$ cat config.mk
export PLATFORM = sky130hd
export DESIGN_NAME = mpeg_audio_header_decoder
export DESIGN_NICKNAME = d
export VERILOG_FILES = /design/src/sv/mahd_pkg.sv /design/src/sv/mpeg_audio_header_decoder.sv /design/src/sv/mahd_decode.sv /design/src/sv/mahd_div_cell.sv
export SDC_FILE = /design/constraint.sdc
export NUM_CORES = 1
export LEC_CHECK = 0
export BUFFER_PORTS_ARGS = -buffer_cell sky130_fd_sc_hd__buf_4
export CELL_PAD_IN_SITES_DETAIL_PLACEMENT = 2
export CELL_PAD_IN_SITES_GLOBAL_PLACEMENT = 2
export CORE_ASPECT_RATIO = 0.7
export CORE_MARGIN = 2
export CORE_UTILIZATION = 34
export DETAILED_ROUTE_END_ITERATION = 10
export HOLD_SLACK_MARGIN = 0.1
export PLACE_DENSITY = 0.78
export REMOVE_ABC_BUFFERS = 1
export SLEW_MARGIN = 5
export SYNTH_ARGS = -nofsm -noshare
export SYNTH_HDL_FRONTEND = slang
export SYNTH_HIERARCHICAL = 1
export SYNTH_SLANG_ARGS = --single-unit
$ cat constraint.sdc
create_clock -name clk -period 7.6 [get_ports clk]
set_input_delay 1.9 -clock clk [delete_from_list [all_inputs] [get_ports clk]]
set_output_delay 1.9 -clock clk [all_outputs]
set_load 0.005 [all_outputs]
$ cat src/sv/mahd_pkg.sv
// Shared types, constants and lookup tables for the MPEG audio header decoder.
`default_nettype none

package mahd_pkg;

  // Width of the offset adder; the result port keeps its low 32 bits.
  localparam int OFFSET_BITS = 32;

  // Divider shape: the dividend fits in 26 bits and the quotient in 11 bits.
  localparam int NUM_BITS = 26;
  localparam int QUO_BITS = 11;
  localparam int RATE_BITS = 16;
  localparam int FACTOR_BITS = 18;

  // Clock edges from the one that accepts an item to the one that accepts its result.
  localparam int LATENCY = QUO_BITS + 2;

  // Layer codes of header byte 1, bits 2 to 1.
  localparam logic [1:0] LCODE_RESERVED = 2'b00;
  localparam logic [1:0] LCODE_LAYER3   = 2'b01;
  localparam logic [1:0] LCODE_LAYER2   = 2'b10;
  localparam logic [1:0] LCODE_LAYER1   = 2'b11;

  // Decoded layer numbers.
  localparam logic [1:0] LAYER_NONE  = 2'd0;
  localparam logic [1:0] LAYER_ONE   = 2'd1;
  localparam logic [1:0] LAYER_TWO   = 2'd2;
  localparam logic [1:0] LAYER_THREE = 2'd3;

  // Special index codes.
  localparam logic [1:0] RATE_IDX_RESERVED = 2'd3;
  localparam logic [3:0] BR_IDX_FREE       = 4'd0;
  localparam logic [3:0] BR_IDX_BAD        = 4'd15;
  localparam logic [1:0] MODE_JOINT        = 2'd1;

  // Versions.
  localparam logic VERSION_MPEG1 = 1'b0;
  localparam logic VERSION_MPEG2 = 1'b1;

  // Bitrate table rows.
  localparam logic [2:0] ROW_M1_L1  = 3'd0;
  localparam logic [2:0] ROW_M1_L2  = 3'd1;
  localparam logic [2:0] ROW_M1_L3  = 3'd2;
  localparam logic [2:0] ROW_M2_L1  = 3'd3;
  localparam logic [2:0] ROW_M2_L23 = 3'd4;

  // Slot factors times 1000 (bits per kbit), so kbps goes straight in.
  localparam logic [FACTOR_BITS-1:0] FACTOR_L1    = 18'd12000;
  localparam logic [FACTOR_BITS-1:0] FACTOR_L23   = 18'd144000;
  localparam logic [FACTOR_BITS-1:0] FACTOR_M2_L3 = 18'd72000;

  // Bitrates in kbit/s, one row per version and layer group.
  localparam logic [8:0] KBPS_TABLE [5][16] = '{
    '{9'd0, 9'd32, 9'd64, 9'd96, 9'd128, 9'd160, 9'd192, 9'd224,
      9'd256, 9'd288, 9'd320, 9'd352, 9'd384, 9'd416, 9'd448, 9'd0},
    '{9'd0, 9'd32, 9'd48, 9'd56, 9'd64, 9'd80, 9'd96, 9'd112,
      9'd128, 9'd160, 9'd192, 9'd224, 9'd256, 9'd320, 9'd384, 9'd0},
    '{9'd0, 9'd32, 9'd40, 9'd48, 9'd56, 9'd64, 9'd80, 9'd96,
      9'd112, 9'd128, 9'd160, 9'd192, 9'd224, 9'd256, 9'd320, 9'd0},
    '{9'd0, 9'd32, 9'd48, 9'd56, 9'd64, 9'd80, 9'd96, 9'd112,
      9'd128, 9'd144, 9'd160, 9'd176, 9'd192, 9'd224, 9'd256, 9'd0},
    '{9'd0, 9'd8, 9'd16, 9'd24, 9'd32, 9'd40, 9'd48, 9'd56,
      9'd64, 9'd80, 9'd96, 9'd112, 9'd128, 9'd144, 9'd160, 9'd0}
  };

  // Sample rates in Hz by version and rate index.
  localparam logic [RATE_BITS-1:0] RATE_TABLE [2][4] = '{
    '{16'd44100, 16'd48000, 16'd32000, 16'd0},
    '{16'd22050, 16'd24000, 16'd16000, 16'd0}
  };

  // One input item.
  typedef struct packed {
    logic [7:0]  header_byte1;
    logic [7:0]  header_byte2;
    logic [7:0]  header_byte3;
    logic [31:0] frame_offset;
  } in_t;

  // One result item.
  typedef struct packed {
    logic        status;
    logic        version;
    logic [1:0]  layer;
    logic        crc_present;
    logic [15:0] sample_rate_hz;
    logic        padded;
    logic [8:0]  bitrate_kbps;
    logic [10:0] frame_length;
    logic [1:0]  chan_mode;
    logic [1:0]  joint_extension;
    logic [31:0] data_offset;
  } out_t;

  // What one divider cell hands to the next.
  typedef struct packed {
    logic                valid;
    logic [NUM_BITS-1:0] rem;
    logic [NUM_BITS-1:0] dvs;
    logic [QUO_BITS-1:0] quo;
    out_t                res;
  } div_stage_t;

endpackage

`default_nettype wire

$ cat src/sv/mpeg_audio_header_decoder.sv
// Top level of the MPEG audio frame header decoder.
//
// One header item is taken in every clock cycle; busy never rises. Each item gives
// exactly one result, shown on out_item with out_strobe high for one cycle. Between
// the edge at which start was taken and the strobe lie the decode stage (table lookups
// and the dividend multiply), a row of 11 divider cells, each resolving one bit of the
// frame length quotient, and the output register. The receiver cannot stall, so results
// must be captured on the cycle they appear.
`default_nettype none

module mpeg_audio_header_decoder (
  input  wire logic           clk,
  input  wire logic           rst_n,
  input  wire logic           start,
  output logic                busy,
  input  wire mahd_pkg::in_t  in_item,
  output logic                out_strobe,
  output mahd_pkg::out_t      out_item
);

  mahd_pkg::div_stage_t chain [mahd_pkg::QUO_BITS+1];

  logic                        out_strobe_r;
  logic                        out_strobe_nxt;
  mahd_pkg::out_t              out_item_r;
  mahd_pkg::out_t              out_item_nxt;
  mahd_pkg::div_stage_t        last;
  logic [mahd_pkg::QUO_BITS-1:0] slots;

  // The pipeline takes an item every cycle.
  assign busy = 1'b0;

  mahd_decode u_decode (
    .clk       (clk),
    .rst_n     (rst_n),
    .take      (start & ~busy),
    .item      (in_item),
    .stage_out (chain[0])
  );

  // Divider row, most significant quotient bit first.
  for (genvar i = 0; i < mahd_pkg::QUO_BITS; i++) begin : g_cell
    mahd_div_cell u_cell (
      .clk       (clk),
      .rst_n     (rst_n),
      .stage_in  (chain[i]),
      .stage_out (chain[i+1])
    );
  end

  assign last = chain[mahd_pkg::QUO_BITS];

  // Padding and the layer I slot size of four bytes are applied after the divide.
  always_comb begin
    slots          = last.quo + mahd_pkg::QUO_BITS'(last.res.padded);
    out_strobe_nxt = last.valid;
    out_item_nxt   = last.res;
    if (last.res.status) begin
      out_item_nxt.frame_length = '0;
    end else if (last.res.layer == mahd_pkg::LAYER_ONE) begin
      out_item_nxt.frame_length = 11'({slots, 2'b00});
    end else begin
      out_item_nxt.frame_length = 11'(slots);
    end
  end

  always_ff @(posedge clk) begin
    if (!rst_n) begin
      out_strobe_r <= 1'b0;
    end else begin
      out_strobe_r <= out_strobe_nxt;
    end
    out_item_r <= out_item_nxt;
  end

  assign out_strobe = out_strobe_r;
  assign out_item   = out_item_r;

  // Every accepted item comes out after the fixed latency.
  a_latency : assert property (@(posedge clk) disable iff (!rst_n)
    (start && !busy) |-> ##(mahd_pkg::LATENCY) out_strobe)
    else $error("result strobe missing after fixed latency");

  // A valid header always has a nonzero length, an error header none.
  a_len_ok : assert property (@(posedge clk) disable iff (!rst_n)
    (out_strobe && !out_item.status) |-> (out_item.frame_length != 11'd0))
    else $error("valid header with zero frame length");

  a_len_err : assert property (@(posedge clk) disable iff (!rst_n)
    (out_strobe && out_item.status) |-> (out_item.frame_length == 11'd0))
    else $error("error header with nonzero frame length");

  // A reserved layer is always flagged as an error.
  a_layer : assert property (@(posedge clk) disable iff (!rst_n)
    (out_strobe && out_item.layer == mahd_pkg::LAYER_NONE) |-> out_item.status)
    else $error("reserved layer not flagged");

endmodule

`default_nettype wire

$ cat src/sv/mahd_decode.sv
// Front stage: field decode, table lookups, dividend product and data offset.
`default_nettype none

module mahd_decode (
  input  wire logic                clk,
  input  wire logic                rst_n,
  input  wire logic                take,
  input  wire mahd_pkg::in_t       item,
  output mahd_pkg::div_stage_t     stage_out
);

  mahd_pkg::div_stage_t            stage_r;
  mahd_pkg::div_stage_t            stage_nxt;

  logic                            version;
  logic [1:0]                      layer;
  logic [2:0]                      row;
  logic [3:0]                      br_idx;
  logic [1:0]                      rate_idx;
  logic [1:0]                      mode;
  logic [8:0]                      kbps;
  logic [mahd_pkg::RATE_BITS-1:0]  rate;
  logic [mahd_pkg::FACTOR_BITS-1:0] factor;
  logic                            err;
  logic [mahd_pkg::FACTOR_BITS+8:0] product;
  logic [mahd_pkg::OFFSET_BITS-1:0] offset_sum;

  // Field decode.
  always_comb begin
    version  = ~item.header_byte1[3];
    br_idx   = item.header_byte2[7:4];
    rate_idx = item.header_byte2[3:2];
    mode     = item.header_byte3[7:6];
    rate     = mahd_pkg::RATE_TABLE[version][rate_idx];

    unique case (item.header_byte1[2:1])
      mahd_pkg::LCODE_LAYER3: layer = mahd_pkg::LAYER_THREE;
      mahd_pkg::LCODE_LAYER2: layer = mahd_pkg::LAYER_TWO;
      mahd_pkg::LCODE_LAYER1: layer = mahd_pkg::LAYER_ONE;
      default:                layer = mahd_pkg::LAYER_NONE;
    endcase

    // Bitrate row and slot factor follow version and layer.
    if (version == mahd_pkg::VERSION_MPEG1) begin
      if (layer == mahd_pkg::LAYER_ONE) begin
        row = mahd_pkg::ROW_M1_L1;
      end else if (layer == mahd_pkg::LAYER_TWO) begin
        row = mahd_pkg::ROW_M1_L2;
      end else begin
        row = mahd_pkg::ROW_M1_L3;
      end
    end else begin
      row = (layer == mahd_pkg::LAYER_ONE) ? mahd_pkg::ROW_M2_L1 : mahd_pkg::ROW_M2_L23;
    end

    if (layer == mahd_pkg::LAYER_ONE) begin
      factor = mahd_pkg::FACTOR_L1;
    end else if (version == mahd_pkg::VERSION_MPEG2 &&
                 layer == mahd_pkg::LAYER_THREE) begin
      factor = mahd_pkg::FACTOR_M2_L3;
    end else begin
      factor = mahd_pkg::FACTOR_L23;
    end

    kbps = (layer == mahd_pkg::LAYER_NONE) ? 9'd0 : mahd_pkg::KBPS_TABLE[row][br_idx];

    err = (layer == mahd_pkg::LAYER_NONE) || (rate_idx == mahd_pkg::RATE_IDX_RESERVED) ||
          (br_idx == mahd_pkg::BR_IDX_FREE) || (br_idx == mahd_pkg::BR_IDX_BAD);

    // The dividend is factor times kbps; it stays below 2^26 for all table entries.
    product = factor * kbps;

    offset_sum = mahd_pkg::OFFSET_BITS'(item.frame_offset) +
                 mahd_pkg::OFFSET_BITS'(32) +
                 (item.header_byte1[0] ? mahd_pkg::OFFSET_BITS'(0) :
                                         mahd_pkg::OFFSET_BITS'(2));
  end

  // Assemble the item for the first divider cell.
  always_comb begin
    stage_nxt                     = '0;
    stage_nxt.valid               = take;
    stage_nxt.rem                 = err ? '0 : product[mahd_pkg::NUM_BITS-1:0];
    stage_nxt.dvs                 = mahd_pkg::NUM_BITS'({rate, {(mahd_pkg::QUO_BITS-1){1'b0}}});
    stage_nxt.quo                 = '0;
    stage_nxt.res.status          = err;
    stage_nxt.res.version         = version;
    stage_nxt.res.layer           = layer;
    stage_nxt.res.crc_present     = ~item.header_byte1[0];
    stage_nxt.res.sample_rate_hz  = rate;
    stage_nxt.res.padded          = item.header_byte2[1];
    stage_nxt.res.bitrate_kbps    = kbps;
    stage_nxt.res.frame_length    = '0;
    stage_nxt.res.chan_mode       = mode;
    stage_nxt.res.joint_extension = (mode == mahd_pkg::MODE_JOINT) ? item.header_byte3[5:4] : 2'd0;
    stage_nxt.res.data_offset     = 32'(offset_sum);
  end

  always_ff @(posedge clk) begin
    if (!rst_n) begin
      stage_r.valid <= 1'b0;
    end else begin
      stage_r.valid <= stage_nxt.valid;
    end
    stage_r.rem <= stage_nxt.rem;
    stage_r.dvs <= stage_nxt.dvs;
    stage_r.quo <= stage_nxt.quo;
    stage_r.res <= stage_nxt.res;
  end

  assign stage_out = stage_r;

endmodule

`default_nettype wire

$ cat src/sv/mahd_div_cell.sv
// One restoring-division cell: produces one quotient bit and passes the item on.
`default_nettype none

module mahd_div_cell (
  input  wire logic                  clk,
  input  wire logic                  rst_n,
  input  wire mahd_pkg::div_stage_t  stage_in,
  output mahd_pkg::div_stage_t       stage_out
);

  mahd_pkg::div_stage_t          stage_r;
  mahd_pkg::div_stage_t          stage_nxt;
  logic [mahd_pkg::NUM_BITS:0]   diff;
  logic                          fits;

  // Trial subtract of the shifted divisor; keep it when it does not go negative.
  always_comb begin
    diff      = {1'b0, stage_in.rem} - {1'b0, stage_in.dvs};
    fits      = ~diff[mahd_pkg::NUM_BITS];
    stage_nxt = stage_in;
    stage_nxt.rem = fits ? diff[mahd_pkg::NUM_BITS-1:0] : stage_in.rem;
    stage_nxt.dvs = stage_in.dvs >> 1;
    stage_nxt.quo = {stage_in.quo[mahd_pkg::QUO_BITS-2:0], fits};
  end

  always_ff @(posedge clk) begin
    if (!rst_n) begin
      stage_r.valid <= 1'b0;
    end else begin
      stage_r.valid <= stage_nxt.valid;
    end
    stage_r.rem <= stage_nxt.rem;
    stage_r.dvs <= stage_nxt.dvs;
    stage_r.quo <= stage_nxt.quo;
    stage_r.res <= stage_nxt.res;
  end

  assign stage_out = stage_r;

endmodule

`default_nettype wire

==> flow_summary.toml <==
[power]
leakage_power_total_nw = 26.8
powerDensity_nw_per_um2 = 413
vdd_drop_max_v = 0.000258

[sta]
maxSlewViolCount = 0
hold_viol_final = 0
layout_worst_path_cycle_share = 0.928
max_slew.worst_pin.slew_ps = 1040
setup_viol = 0
rsz0062_at_grt = "no"
maxSlewHeadroom = 0.288
setup_tns_ps = 0
finalWorstPathRequiredPeriod_ps = 7050
final.setup_skew_ps = 34.9
worst_case_hold_slack_ps = 306
max_freq_mhz = 142

[critical_path]
crit_path_start_kind = "input pin"
path_delay_family = "adder cells"
r2r-start = "g_cell[7].u_cell/stage_out[115]$_DFF_P_"
cp.buffers_inverters = 5
worst-endpoint-arrival_ps = 7760
critical_path.cell_chain = "buf_4 -> ha_1 -> clkinv_1 -> ha_1 -> inv_1 -> a311o_2 -> a221oi_2 -> or3_1 -> inv_4 -> nand2_1 -> fa_1 -> inv_1 -> fa_1 -> fa_1 -> ha_1 -> ha_1 -> a211oi_1 -> o21ai_0 -> and3_1 -> or3_1 -> mux2i_1"
timing.critical_path.mode_cell = "sky130_fd_sc_hd__ha_1"
crit_path_end_kind = "register"
worst_r2r_path_depth = 12
critical_path.max_stage_delay_ps = 510
criticalPathCategory = "input pin to register"
crit_start = "in_item[49]"
r2r_end = "g_cell[8].u_cell/stage_out[119]$_DFF_P_"
timing.critical_path.fanout_max = 10
crit_path_top_delay_cell = "sky130_fd_sc_hd__fa_1"
endpoint = "u_decode/stage_out[140]$_SDFF_PP0_"
crit_cells = 21
critical_path_required_ps = 8310
setup.reg_to_reg.worst_slack_ps = 3960

[global_routing]
gr-total-overflow = 0
grt_usage = 0.159
antenna_found_initial = 1
pin_count_of_the_biggest_net_entering_global_routing = 44
wire_length_of_the_first_global_routing_pass_um = 203000
grt_pass1_vias = 36701

[cts]
clock_sinks = 1482
cts_tree = "done"
post_cts_buffers = 0
cts_root_buffer = "sky130_fd_sc_hd__clkbuf_16"
holdBufCountCts = 0
clock_tree.buffer_depth = 3
worst_skew_pair.late_latency_ps = 800
tritoncts.num_buffers = 142
post_cts_resize_count = 0
cts_htree_levels = 4
clk_pin_slew_ps = 60

[floorplan]
std_cell_rows = 120
die_height_um = 333
fp.dieArea_um2 = 158000
floorplan.initialDensity = 0.344
die-width_um = 474
coreArea_um2 = 153000
ios = 139

[synthesis]
post_synth_instance_area_um2 = 52700
ys.warnings.count = 6
synth.avg_cell_area_um2 = 11.2
post_synth_inst_count = 4683

[cells_and_area]
design.final.nets = 5319
layout_commonest_cell = "sky130_fd_sc_hd__dfxtp_1"
diodes = 0
final-instance-count-excl-fill = 7051
n_fill_cell = 15756
drive_above_1_share = 0.125
layout-area-overhead-vs-synth_pct = 15.1
layout.cells.most_common_list = "sky130_fd_sc_hd__dfxtp_1 (1482), sky130_fd_sc_hd__inv_1 (441), sky130_fd_sc_hd__ha_1 (350)"

[worst_hold_path]
worst_hold_path.num_cells = 0
hold_path.class = "register to register"

[outcome]
run_status = "finished clean"

[drt]
dr.first_iter.drc_count = 1196
avgViaCountPerCell = 4.67
drt-total-wl_um = 126000
ant_nets = 0
drt_drc_violations_left = 0
detail_route.wl_per_cell_um = 17.8
firstDrtPassIters = 5
via_count = 32958

[flow_run]
cap_violations = 0

[placed_design]
dp.cells = 6796
gp_congestion = 0.836
place_hpwl_um = 91500
port_buffers = 128
-- registers in the layout, summed over array words and instances, names as in the netlist --
| register | count |
|---|---|
| g_cell.u_cell/stage_out | 1324 |
| out_item | 78 |
| out_strobe | 1 |
| u_decode/stage_out | 79 |
-- report_power, final --
group          internal [W]  switching, W  total [W]
Sequential          0.00895      0.000664    0.00962
Combinational       0.00355       0.00447    0.00802
Clock               0.00428       0.00313    0.00741
Total                0.0168       0.00827     0.0250
-- per-layer routing --
layer  vias up  global-route usage  part of all wire  wire length, um
met1     16240               0.205              0.47            59000
met2       329               0.271              0.48            60100
met4         0              0.0466             0.023             2890
met5         -                   0                 0                0
li1      16179                   -                 -                -
met3       210              0.0295             0.029             3710
-- worst min-delay path by stage --
stage | endpoint | start
finish | g_cell[7].u_cell/stage_out[71]$_DFF_P_ | g_cell[6].u_cell/stage_out[71]$_DFF_P_
global route | g_cell[5].u_cell/stage_out[76]$_DFF_P_ | g_cell[4].u_cell/stage_out[76]$_DFF_P_
CTS | g_cell[0].u_cell/stage_out[50]$_DFF_P_ | u_decode/stage_out[50]$_DFF_P_
detailed placement | g_cell[3].u_cell/stage_out[61]$_DFF_P_ | g_cell[2].u_cell/stage_out[61]$_DFF_P_
global placement | g_cell[2].u_cell/stage_out[31]$_DFF_P_ | g_cell[1].u_cell/stage_out[31]$_DFF_P_
floorplan | g_cell[0].u_cell/stage_out[0]$_DFF_P_ | u_decode/stage_out[0]$_DFF_P_
-- area by class of cell --
class	count	area, um^2	area share
Sequential cell	1482	29700	0.490
Multi-Input combinational cell	2630	20400	0.337
Clock buffer	196	4140	0.0683
Tap cell	2074	2590	0.0428
Inverter	444	1670	0.0275
Timing Repair Buffer	166	1260	0.0208
Clock inverter	59	842	0.0139
-- metrics by stage --
step	util	area (um^2)	total power (W)	setup WS (ps)
finish	0.395	60600	0.0250	546
detailed placement	0.363	55600	0.0177	-152
floorplan	-	51700	0.0156	57.9
CTS	0.395	60600	0.0254	587
global route	0.395	60600	0.0267	102
global placement	0.363	55600	0.0173	-129
Power figures use the tool's default switching activity.
